File: config.mk
export PLATFORM = sky130hd
export DESIGN_NAME = laserdisc_command_decoder
export DESIGN_NICKNAME = d
export VERILOG_FILES = /design/src/sv/ldcd_pkg.sv /design/src/sv/ldcd_digit_value.sv /design/src/sv/laserdisc_command_decoder.sv
export SDC_FILE = /design/constraint.sdc
export NUM_CORES = 1
export LEC_CHECK = 0
export BUFFER_PORTS_ARGS = -buffer_cell sky130_fd_sc_hd__buf_2
export CORE_ASPECT_RATIO = 0.8
export CORE_MARGIN = 1
export CORE_UTILIZATION = 65
export CTS_CLUSTER_SIZE = 12
export DETAILED_ROUTE_END_ITERATION = 10
export PLACE_DENSITY = 0.95
export RECOVER_POWER = 50
export SKIP_CTS_REPAIR_TIMING = 1
export SYNTH_ARGS = -nofsm -noshare
export SYNTH_HDL_FRONTEND = slang
export SYNTH_SLANG_ARGS = --single-unit
export TNS_END_PERCENT = 10
File: constraint.sdc
create_clock -name clock -period 12.6 [get_ports clock]
set_input_delay 1.89 -clock clock [delete_from_list [all_inputs] [get_ports clock]]
set_output_delay 1.89 -clock clock [all_outputs]
set_load 0.02 [all_outputs]
File: src/sv/ldcd_pkg.sv
// Package for the laserdisc command decoder: payload types, command codes and digit decoding.
package ldcd_pkg;

   localparam int MAX_DIGITS_DEFAULT = 5;

   // Command byte codes other than digits.
   localparam logic [7:0] CODE_AUDIO1   = 8'hF4;
   localparam logic [7:0] CODE_AUDIO2   = 8'hFC;
   localparam logic [7:0] CODE_SPEED1X  = 8'hA3;
   localparam logic [7:0] CODE_AUTOSTOP = 8'hF3;
   localparam logic [7:0] CODE_PLAY     = 8'hFD;
   localparam logic [7:0] CODE_SEARCH   = 8'hF7;
   localparam logic [7:0] CODE_PAUSE    = 8'hFB;
   localparam logic [7:0] CODE_REJECT   = 8'hF9;
   localparam logic [7:0] CODE_NO_ENTRY = 8'hFF;

   // Digit byte codes.
   localparam logic [7:0] CODE_DIGIT0 = 8'h3F;
   localparam logic [7:0] CODE_DIGIT1 = 8'h0F;
   localparam logic [7:0] CODE_DIGIT2 = 8'h8F;
   localparam logic [7:0] CODE_DIGIT3 = 8'h4F;
   localparam logic [7:0] CODE_DIGIT4 = 8'h2F;
   localparam logic [7:0] CODE_DIGIT5 = 8'hAF;
   localparam logic [7:0] CODE_DIGIT6 = 8'h6F;
   localparam logic [7:0] CODE_DIGIT7 = 8'h1F;
   localparam logic [7:0] CODE_DIGIT8 = 8'h9F;
   localparam logic [7:0] CODE_DIGIT9 = 8'h5F;

   // Transaction kinds on the request channel.
   localparam logic CMD_WRITE = 1'b0;
   localparam logic CMD_POLL  = 1'b1;

   // Player status codes at a poll.
   localparam logic [1:0] STATUS_BUSY   = 2'd0;
   localparam logic [1:0] STATUS_PAUSED = 2'd1;
   localparam logic [1:0] STATUS_ERROR  = 2'd2;

   // Action codes.
   localparam logic [3:0] ACT_NONE       = 4'd0;
   localparam logic [3:0] ACT_PLAY       = 4'd1;
   localparam logic [3:0] ACT_PAUSE      = 4'd2;
   localparam logic [3:0] ACT_SPEED1X    = 4'd3;
   localparam logic [3:0] ACT_SEARCH     = 4'd4;
   localparam logic [3:0] ACT_AUDIO1_ON  = 4'd5;
   localparam logic [3:0] ACT_AUDIO1_OFF = 4'd6;
   localparam logic [3:0] ACT_AUDIO2_ON  = 4'd7;
   localparam logic [3:0] ACT_AUDIO2_OFF = 4'd8;

   typedef struct packed {
      logic        cmd;
      logic [7:0]  byte_value;
      logic        search_accepted;
      logic [1:0]  player_status;
      logic [15:0] current_frame;
   } ldcd_req_type;

   typedef struct packed {
      logic        ready_res;
      logic [3:0]  action;
      logic [15:0] action_frame;
      logic [2:0]  action_digits;
      logic        unsupported;
   } ldcd_rsp_type;

   typedef struct packed {
      logic       valid;
      logic [3:0] digit;
   } ldcd_digit_type;

   // Maps a command byte to a decimal digit; valid is low for non-digit bytes.
   function automatic ldcd_digit_type decode_digit(input logic [7:0] code);
      ldcd_digit_type res;
      res.valid = 1'b1;
      unique case (code)
         CODE_DIGIT0: res.digit = 4'd0;
         CODE_DIGIT1: res.digit = 4'd1;
         CODE_DIGIT2: res.digit = 4'd2;
         CODE_DIGIT3: res.digit = 4'd3;
         CODE_DIGIT4: res.digit = 4'd4;
         CODE_DIGIT5: res.digit = 4'd5;
         CODE_DIGIT6: res.digit = 4'd6;
         CODE_DIGIT7: res.digit = 4'd7;
         CODE_DIGIT8: res.digit = 4'd8;
         CODE_DIGIT9: res.digit = 4'd9;
         default: begin
            res.valid = 1'b0;
            res.digit = 4'd0;
         end
      endcase
      return res;
   endfunction

endpackage

File: src/sv/ldcd_digit_value.sv
// Decimal value of the stored digits, modulo 65536.
module ldcd_digit_value
   import ldcd_pkg::*;
#(
   parameter int MAX_DIGITS = MAX_DIGITS_DEFAULT,
   localparam int CNT_W = $clog2(MAX_DIGITS + 1)
) (
   input  logic [3:0]       digits [MAX_DIGITS],
   input  logic [CNT_W-1:0] count,
   output logic [15:0]      value
);

   // Horner chain; each step is a multiply by ten as two shifts and an add.
   always_comb begin
      logic [15:0] acc;
      acc = 16'd0;
      for (int i = 0; i < MAX_DIGITS; i++) begin
         if (CNT_W'(i) < count) begin
            acc = (acc << 3) + (acc << 1) + {12'd0, digits[i]};
         end
      end
      value = acc;
   end

endmodule

File: src/sv/laserdisc_command_decoder.sv
// Top level of the laserdisc command decoder.
//
// The host side offers one transaction per request on the req_ channel: either a
// command byte write or a poll of the ready line, together with the player's search
// acceptance, status and current frame. Every request produces exactly one response
// transaction on the rsp_ channel with the ready line level, the player action to
// carry out, and for a search the target frame and digit count.
//
// Both channels use valid/ready. A request taken at one clock edge is held in the
// request register, decoded against the block state, and its response is registered
// in the response register. The decode is a single pass of logic between the two
// registers, with the decimal conversion of the stored digits as the longest path, so
// while the receiver does not stall a new request is taken in every cycle and the
// sustained rate is one transaction per cycle.
//
// When the receiver stalls, the response register holds its transaction and one more
// request may still be taken into the request register; after that req_ready stays
// low until the response is taken. Reset empties both registers, clears the digit
// count, search flag and auto-stop target, drives the ready line to not ready and
// turns both audio channels on.
module laserdisc_command_decoder
   import ldcd_pkg::*;
#(
   parameter int MAX_DIGITS = MAX_DIGITS_DEFAULT
) (
   input  logic         clock,
   input  logic         reset,
   input  logic         req_valid,
   output logic         req_ready,
   input  ldcd_req_type req_payload,
   output logic         rsp_valid,
   input  logic         rsp_ready,
   output ldcd_rsp_type rsp_payload
);

   localparam int CNT_W = $clog2(MAX_DIGITS + 1);
   localparam int IDX_W = (MAX_DIGITS > 1) ? $clog2(MAX_DIGITS) : 1;
   localparam logic [CNT_W-1:0] CNT_FULL = CNT_W'(MAX_DIGITS);

   // Pipeline registers.
   logic         s1_valid_ff, s1_valid_in;
   ldcd_req_type s1_ff;
   logic         rsp_valid_ff, rsp_valid_in;
   ldcd_rsp_type rsp_ff, rsp_in;

   // Block state.
   logic [3:0]       store_ff [MAX_DIGITS];
   logic [CNT_W-1:0] digit_count_ff, digit_count_in;
   logic             ready_level_ff, ready_level_in;
   logic             search_pending_ff, search_pending_in;
   logic [15:0]      autostop_ff, autostop_in;
   logic             audio1_ff, audio1_in;
   logic             audio2_ff, audio2_in;

   logic           out_free;
   logic           advance;
   logic           push;
   logic           store_full;
   ldcd_digit_type dec;
   logic [15:0]    digit_val;
   logic           audio_bit;

   // The response register moves when it is empty or being taken; the request
   // register empties into it at the same time.
   assign out_free     = !rsp_valid_ff || rsp_ready;
   assign advance      = s1_valid_ff && out_free;
   assign req_ready    = !s1_valid_ff || out_free;
   assign s1_valid_in  = (req_valid && req_ready) ? 1'b1 : (advance ? 1'b0 : s1_valid_ff);
   assign rsp_valid_in = out_free ? s1_valid_ff : rsp_valid_ff;

   assign rsp_valid   = rsp_valid_ff;
   assign rsp_payload = rsp_ff;

   assign dec        = decode_digit(s1_ff.byte_value);
   assign store_full = (digit_count_ff == CNT_FULL);
   assign push       = advance && (s1_ff.cmd == CMD_WRITE) && dec.valid;
   assign audio_bit  = store_ff[0][0];

   ldcd_digit_value #(
      .MAX_DIGITS(MAX_DIGITS)
   ) u_digit_value (
      .digits(store_ff),
      .count (digit_count_ff),
      .value (digit_val)
   );

   // Decode of the registered request against the current state.
   always_comb begin
      digit_count_in    = digit_count_ff;
      ready_level_in    = ready_level_ff;
      search_pending_in = search_pending_ff;
      autostop_in       = autostop_ff;
      audio1_in         = audio1_ff;
      audio2_in         = audio2_ff;
      rsp_in            = '0;

      if (s1_ff.cmd == CMD_POLL) begin
         if (search_pending_ff) begin
            // A busy or undefined status leaves the search pending.
            if (s1_ff.player_status == STATUS_PAUSED) begin
               ready_level_in    = 1'b0;
               search_pending_in = 1'b0;
            end else if (s1_ff.player_status == STATUS_ERROR) begin
               ready_level_in    = 1'b1;
               search_pending_in = 1'b0;
            end
         end else if (autostop_ff != 16'd0 && s1_ff.current_frame >= autostop_ff) begin
            rsp_in.action = ACT_PAUSE;
            autostop_in   = 16'd0;
         end
      end else if (dec.valid) begin
         if (!store_full) begin
            digit_count_in = digit_count_ff + CNT_W'(1);
         end
      end else begin
         unique case (s1_ff.byte_value)
            CODE_AUDIO1: begin
               if (digit_count_ff == '0) begin
                  audio1_in = !audio1_ff;
               end else begin
                  audio1_in      = audio_bit;
                  digit_count_in = '0;
               end
               rsp_in.action = audio1_in ? ACT_AUDIO1_ON : ACT_AUDIO1_OFF;
            end
            CODE_AUDIO2: begin
               if (digit_count_ff == '0) begin
                  audio2_in = !audio2_ff;
               end else begin
                  audio2_in      = audio_bit;
                  digit_count_in = '0;
               end
               rsp_in.action = audio2_in ? ACT_AUDIO2_ON : ACT_AUDIO2_OFF;
            end
            CODE_SPEED1X: rsp_in.action = ACT_SPEED1X;
            CODE_AUTOSTOP: begin
               autostop_in    = digit_val;
               digit_count_in = '0;
               rsp_in.action  = ACT_PLAY;
            end
            CODE_PLAY: rsp_in.action = ACT_PLAY;
            CODE_SEARCH: begin
               rsp_in.action        = ACT_SEARCH;
               rsp_in.action_frame  = digit_val;
               rsp_in.action_digits = 3'(digit_count_ff);
               ready_level_in       = 1'b1;
               digit_count_in       = '0;
               if (s1_ff.search_accepted) begin
                  search_pending_in = 1'b1;
               end
            end
            CODE_PAUSE: rsp_in.action = ACT_PAUSE;
            CODE_REJECT, CODE_NO_ENTRY: rsp_in.action = ACT_NONE;
            default: rsp_in.unsupported = 1'b1;
         endcase
      end

      rsp_in.ready_res = ready_level_in;
   end

   always_ff @(posedge clock) begin
      if (reset) begin
         s1_valid_ff       <= 1'b0;
         rsp_valid_ff      <= 1'b0;
         digit_count_ff    <= '0;
         ready_level_ff    <= 1'b1;
         search_pending_ff <= 1'b0;
         autostop_ff       <= 16'd0;
         audio1_ff         <= 1'b1;
         audio2_ff         <= 1'b1;
      end else begin
         s1_valid_ff  <= s1_valid_in;
         rsp_valid_ff <= rsp_valid_in;
         if (advance) begin
            digit_count_ff    <= digit_count_in;
            ready_level_ff    <= ready_level_in;
            search_pending_ff <= search_pending_in;
            autostop_ff       <= autostop_in;
            audio1_ff         <= audio1_in;
            audio2_ff         <= audio2_in;
         end
      end
   end

   always_ff @(posedge clock) begin
      if (req_valid && req_ready) begin
         s1_ff <= req_payload;
      end
      if (advance) begin
         rsp_ff <= rsp_in;
      end
   end

   // Digit store: append while not full, otherwise shift out the oldest digit.
   for (genvar i = 0; i < MAX_DIGITS; i++) begin : g_store
      if (i < MAX_DIGITS - 1) begin : g_mid
         always_ff @(posedge clock) begin
            if (push) begin
               if (store_full) begin
                  store_ff[i] <= store_ff[i+1];
               end else if (digit_count_ff[IDX_W-1:0] == IDX_W'(i)) begin
                  store_ff[i] <= dec.digit;
               end
            end
         end
      end else begin : g_last
         always_ff @(posedge clock) begin
            if (push && (store_full || digit_count_ff[IDX_W-1:0] == IDX_W'(i))) begin
               store_ff[i] <= dec.digit;
            end
         end
      end
   end

   // The digit count never passes the store depth.
   a_count_bound: assert property (@(posedge clock) disable iff (reset)
      digit_count_ff <= CNT_FULL)
      else $error("digit count exceeds store depth");

   // Frame and digit count are only given with a search action.
   a_search_fields: assert property (@(posedge clock) disable iff (reset)
      rsp_valid && rsp_payload.action != ACT_SEARCH |->
         rsp_payload.action_frame == 16'd0 && rsp_payload.action_digits == 3'd0)
      else $error("search fields set without a search action");

   // A search always leaves the ready line at not ready.
   a_search_busy: assert property (@(posedge clock) disable iff (reset)
      rsp_valid && rsp_payload.action == ACT_SEARCH |-> rsp_payload.ready_res)
      else $error("search response shows ready");

   // An unknown byte produces no action.
   a_unsup_none: assert property (@(posedge clock) disable iff (reset)
      rsp_valid && rsp_payload.unsupported |-> rsp_payload.action == ACT_NONE)
      else $error("unsupported byte with an action");

   // A pending search is only settled by a poll.
   a_pending_clear: assert property (@(posedge clock) disable iff (reset)
      $fell(search_pending_ff) |-> $past(advance && s1_ff.cmd == CMD_POLL))
      else $error("pending search cleared outside a poll");

endmodule

## Word level (Yosys, flattened, before mapping)

Index checks and enable logic that the tools add are counted.

| operators by class | value |
|---|---|
| $add $sub $neg | 9 |
| $lt $le $gt $ge | 6 |
| equal/unequal tests | 31 |
| muxes and demuxes | 56 |
| bitwise operators | 3 |
| reductions and logical operators | 40 |

Operators with widths:

| kind | number |
|---|---|
| 16-bit 2-to-1 mux | 9 |
| 8-bit == test, second input constant | 12 |
| 16-bit adder | 4 |
| 16-bit by 4-bit adder with 16-bit output | 4 |
| 4-bit 2-to-1 mux | 11 |
| 4-bit one-hot mux with 9 select lines | 1 |
| 1-bit 2-to-1 mux | 25 |
| 8-bit by 7-bit == test with 1-bit output, second input constant | 3 |
| 24-bit 2-to-1 mux | 1 |
| 4-bit one-hot mux with 6 select lines | 1 |
| 19-bit 2-to-1 mux | 1 |
| 8-bit by 6-bit == test with 1-bit output, second input constant | 2 |
| 16-bit greater-or-equal comparator | 1 |
| 16-bit nonzero test | 1 |
| 2-bit nonzero test | 8 |
| 4-bit AND reduction | 3 |
| 5-bit AND reduction | 2 |
| 10-bit OR reduction | 1 |
| 3-bit 2-to-1 mux | 3 |
| 9-bit OR reduction | 1 |
| 8-bit by 4-bit == test with 1-bit output, second input constant | 1 |
| 8-bit by 5-bit == test with 1-bit output, second input constant | 1 |
| 2-bit AND reduction | 4 |
| 2-bit OR reduction | 4 |
| other kinds (21) | 41 |

| storage, ports and cells | value |
|---|---|
| register bits | 98 |
| bits of input ports | 32 |
| output and inout port bits | 27 |
| logic and storage cells | 168 |

## Logic depth before layout (Yosys ltp)

| logic depth | value |
|---|---|
| depth in word-level cells | 17 |
| mapped depth | 38 |
| depth with buffers taken out | 37 |

## Hierarchy

From an unflattened synthesis, not the netlist that was laid out.

| unflattened totals | value |
|---|---|
| cells, all modules | 720 |
| area, all modules | 7168.1 um^2 |

Modules (own cells, without submodules):

| module | instances | cells an instance | area each (um^2) | sequential area each (um^2) |
|---|---|---|---|---|
| laserdisc_command_decoder | 1 | 357 | 4423.0 | 2692.6 |
| ldcd_digit_value | 1 | 363 | 2745.1 | 0.0 |

## Least setup slack after synthesis

Ideal clock, no wire load.

| timing path | value |
|---|---|
| kind | register -> register |
| start point | register digit_count_ff[1] |
| end point | register rsp_ff (netlist bit rsp_payload[18]), data pin |
| setup time | 0.255 ns |
| arrival time | 7.006 ns |
| required time | 12.345 ns |
| slack | 5.339 ns |
| stages on the path, launching flop included | 36 |
| buffers on the path | 1 |
| period minus slack after synthesis | 7.261 ns |
| path through | dfxtp_1 buf_4 inv_1 nand2_1 nor2_1 nor2b_1 ha_1 ha_1 fa_1 a21oi_1 inv_1 ha_1 ha_1 nor2b_1 o21ai_0 a21boi_0 o21a_1 nor2_1 xnor2_1 nand2_1 xnor2_1 ha_1 a21o_1 o311a_1 nor2_1 xnor2_1 nand2_1 o21ai_0 ha_1 ha_1 and4_1 a211o_1 a21oi_1 xnor2_1 mux2_2 and2_1 |

| on the way | value |
|---|---|
| longest elaborated chain between the ends | 14 |
| elaborated cells between the ends (all ways) | 18 |
| classes of those cells | add/sub: 8; order compare: 5; mux: 5 |

RTL lines:

| item | RTL line | source |
|---|---|---|
| from (decl) | laserdisc_command_decoder.sv:48 | `logic [CNT_W-1:0] digit_count_ff, digit_count_in;` |
| from (signal assigned) | laserdisc_command_decoder.sv:175 | `digit_count_ff <= digit_count_in;` |
| 1-bit by 3-bit less-than comparator with 1-bit output | ldcd_digit_value.sv:18 | `if (CNT_W'(i) < count) begin` |
| 4-bit 2-to-1 mux | ldcd_digit_value.sv:18 |  |
| 16-bit adder | ldcd_digit_value.sv:19 | `acc = (acc << 3) + (acc << 1) + {12'd0, digits[i]};` |
| 16-bit by 4-bit adder with 16-bit output | ldcd_digit_value.sv:19 |  |
| 16-bit 2-to-1 mux | ldcd_digit_value.sv:18 |  |
| 16-bit adder | ldcd_digit_value.sv:19 |  |
| 16-bit by 4-bit adder with 16-bit output | ldcd_digit_value.sv:19 |  |
| 16-bit 2-to-1 mux | ldcd_digit_value.sv:18 |  |
| 16-bit adder | ldcd_digit_value.sv:19 |  |
| 16-bit by 4-bit adder with 16-bit output | ldcd_digit_value.sv:19 |  |
| 16-bit 2-to-1 mux | ldcd_digit_value.sv:18 |  |
| 16-bit adder | ldcd_digit_value.sv:19 |  |
| 16-bit by 4-bit adder with 16-bit output | ldcd_digit_value.sv:19 |  |
| 16-bit 2-to-1 mux * | ldcd_digit_value.sv:18 |  |
| to (signal assigned) | laserdisc_command_decoder.sv:190 | `rsp_ff <= rsp_in;` |
| to (decl) | laserdisc_command_decoder.sv:44 | `ldcd_rsp_type rsp_ff, rsp_in;` |

Every way passes the cells marked *; elsewhere a longest branch is shown, timed or not.
A chain may end at the register's enable or synchronous reset.

## Worst setup path in the final report

| timing path | value |
|---|---|
| start point | register digit_count_ff[2] |
| end point | register rsp_ff (netlist bit rsp_payload[18]), data pin |

The elaborated chain is that of the path after synthesis.

==> impl_metrics.json <==
{
  "max_slew_margin_pct": -20.6,
  "r2r_slack_ns": 2.88,
  "wl_mm": 16.8,
  "hold_path_depth": 2,
  "grt.total_usage_pct": 29.5,
  "cell_internal_power_dissipation_w": 0.000504,
  "setup_repair_after_global_routing_missed_its_margin": "false",
  "final-setup-viol-count": 0,
  "grt_util_met3_pct": 4.74,
  "worst_path_largest_cell_delay_ns": 1.05,
  "power_frac_clock_pct": 39.2,
  "place.port_buffers": 58,
  "critPathMostFrequentCell": "ha_1",
  "clock_transition_at_the_registers_of_the_reported_paths_ns": 0.07,
  "worstHoldStart": "autostop_ff[13]",
  "startpoint_type": "flop",
  "preCtsSetupSlack_ns": 4.16,
  "path_depth": 35,
  "final.period_utilization_pct": 77.1,
  "final.setup.worst_slack_ns": 2.88,
  "worst_ep_arrival_time_ns": 9.82,
  "place_congestion": 0.887,
  "fraction_of_layout_cells_with_a_size_suffix_above_1_pct": 8.15,
  "cts-root-buf": "clkbuf_16",
  "rr_worst_depth": 35,
  "synth_seq_cells": 98,
  "nets": 933,
  "number_of_global_route_vias_before_repair": 5681,
  "finish.utilization_pct": 73.8,
  "synthDistinctLibCells": 69,
  "core_area_um2": 10500,
  "grt_start_max_net_pins": 40,
  "pwr-share-comb_pct": 5.2,
  "drt-initial-drc-count": 507,
  "ys_dominant_reg_cell": "edfxtp_1",
  "drv_cap": 1,
  "diodes": 0,
  "power.sequential.fraction_pct": 55.5,
  "yosysSeqAreaShare_pct": 37.6,
  "cp.buffers_inverters": 4,
  "cts_htree_levels": 3,
  "tritoncts_clock_tree": "done",
  "numClockSinks": 98,
  "drc": 0,
  "floorplan.rows": 33,
  "drt-wirelength-per-cell_um": 17.7,
  "cell_with_the_most_instances_after_synthesis": "ha_1",
  "switchingPower_w": 0.000148,
  "floorplan.initialDensity_pct": 68.3,
  "final_max_slew_viol_count": 29,
  "yosysWarnings": 0,
  "gr-usage-met2_pct": 50.9,
  "die_w_um": 119,
  "synthToLayoutAreaGrowth_pct": 8.16,
  "gr-usage-met1_pct": 37.9,
  "num_io_pins": 59,
  "synth.avg_cell_area_um2": 9.41,
  "holdCritPathClass": "reg2reg",
  "die_y_um": 95.9,
  "synth-async-reset-ratio_pct": 0,
  "top_usage_layer": "met2",
  "clock_insertion_delay_worst_skew_ns": 0.35,
  "via_count": 6040,
  "final-instance-count-excl-fill": 950,
  "crit_path_max_fanout": 39,
  "peakVddDrop_v": 0.000110,
  "synth_largest_area_cell": "edfxtp_1",
  "switching_share_pct": 22.7,
  "critical_path_class": "reg2reg",
  "route.antenna.remaining_nets": 0,
  "fin_tns_setup_ns": 0,
  "setup.worst_path.end_class": "flop",
  "critical_path.reg2reg.endpoint": "rsp_payload[18]",
  "total_leakage_power_nw": 3.44,
  "grt.overflow.total": 0,
  "synthesis.nets": 889,
  "timing.final.hold_violations": 0,
  "transition_time_of_the_tightest_slew_check_pin_ns": 1.81,
  "whs_ns": 0.497,
  "yosysTopAreaCellShare_pct": 30.6,
  "placed_cells_incl_taps": 934,
  "dp_hpwl_mm": 12.7,
  "grt_antenna_before_repair": 0,
  "powerDensity_nw_per_um2": 84.2,
  "fin_worst_skew_ns": 0.0102,
  "synth_commonest_cells": "ha_1, edfxtp_1, nand2_1",
  "cts-buffers-inserted": 9,
  "fin_crit_ns": 9.72,
  "critPathTopFamily": "adder cells",
  "ys_top_cells_by_area": "edfxtp_1, ha_1, dfxtp_1",
  "rr_startpoint": "digit_count_ff[2]",
  "cp.required_ns": 12.70,
  "via_per_inst": 6.36,
  "synthesis.area_um2": 7160,
  "detail_route.first_pass.iterations": 8,
  "slowest_stage": "clkbuf_1",
  "run_status": "finished with violations",
  "first_pass_grt_wire_length_mm": 26.5,
  "clk_path_buf_depth": 2,
  "total_die_area_um2": 11400,
  "synth_cells": 761,
  "violated_checks": "max-capacitance violations, max-slew violations",
  "timing.fmax_mhz": 103,
  "min_to": "autostop_ff[13]",
  "count_of_flip_flops_with_a_built_in_enable_after_synthesis": 73
}
-- layout make-up --
cell class | instances | area (um^2)
Multi-Input combinational cell | 578 | 4120
Clock inverter | 5 | 40.0
Fill cell | 716 | 2740
Sequential cell | 98 | 2690
Timing Repair Buffer | 60 | 269
Inverter | 58 | 218
Tap cell | 140 | 175
Clock buffer | 11 | 233
-- registers in the layout (all words and copies together), names as in the netlist, 3 cells and up --
register,cells
store_ff,19
rsp_payload,25
s1_ff,28
digit_count_ff,3
autostop_ff,16
-- worst reg2reg max path, delay by kind of cell (launching register included) --
kind | cells | cell delay, ns
AO/OA/AOI/OAI | 10 | 2.10
XOR/XNOR | 2 | 0.25
adder cells (fa/ha/maj) | 9 | 2.92
buffers and inverters | 4 | 2.00
flip-flops | 1 | 0.31
multiplexers | 1 | 0.28
AND/OR/NAND/NOR | 9 | 1.62
-- per-layer routing --
metal / vias to the layer above / share of wire [%]
met5: - / 0
met4: 0 / 2.5
met3: 50 / 7.4
met2: 300 / 47
met1: 2850 / 43
li1: 2840 / -
-- cell usage in the layout (no fill, tap or decap), types with 5 or more instances in the layout --
cell type,count
ha_1,89
edfxtp_1,73
nand2_1,71
nor2_1,70
inv_1,58
a21oi_1,55
o21ai_0,43
buf_2,32
clkbuf_1,29
a21o_1,26
dfxtp_1,25
xnor2_1,20
nor3_1,17
xor2_1,16
nand2b_1,12
nor2b_1,11
nand3_1,10
clkbuf_16,9
o21a_1,8
and2_1,8
a211oi_1,8
o211ai_1,7
nor4_1,7
fa_1,7
and3_1,6
mux2i_1,6
a22o_1,6
nand4_1,5
-- per-stage QoR --
stage	total power (W)	area, um^2
CTS	0.000652	7780
global route	0.000669	7740
floorplan	0.000390	7160
finish	0.000652	7740
global placement	0.000400	7510
detailed placement	0.000403	7510
-- power groups by stage --
stage / clock network (W) / registers [W] / logic (W)
after global placement: 0 / 0.000368 / 0.0000324
after detailed placement: 0 / 0.000369 / 0.0000342
after global routing: 0.000269 / 0.000363 / 0.0000370
after floorplan: 0 / 0.000369 / 0.0000206
final: 0.000256 / 0.000362 / 0.0000340
after CTS: 0.000255 / 0.000362 / 0.0000348
-- cells by family after synthesis --
| logic type | Yosys count | synth area share (%) |
|---|---|---|
| flip-flops | 98 | 37.6 |
| AO/OA/AOI/OAI | 198 | 18.3 |
| adder cells (fa/ha/maj) | 96 | 17.5 |
| multiplexers | 10 | 1.47 |
| XOR/XNOR | 36 | 4.40 |
| buffers and inverters | 85 | 4.89 |
| AND/OR/NAND/NOR | 238 | 15.8 |
-- how the worst max path moves through the flow --
stage | endpoint | from
CTS | rsp_payload[18] | digit_count_ff[2]
detailed placement | rsp_payload[18] | digit_count_ff[2]
finish | rsp_payload[18] | digit_count_ff[2]
floorplan | rsp_payload[18] | digit_count_ff[1]
global placement | rsp_payload[18] | digit_count_ff[2]
global route | rsp_payload[18] | digit_count_ff[2]
Power figures use the tool's default switching activity.
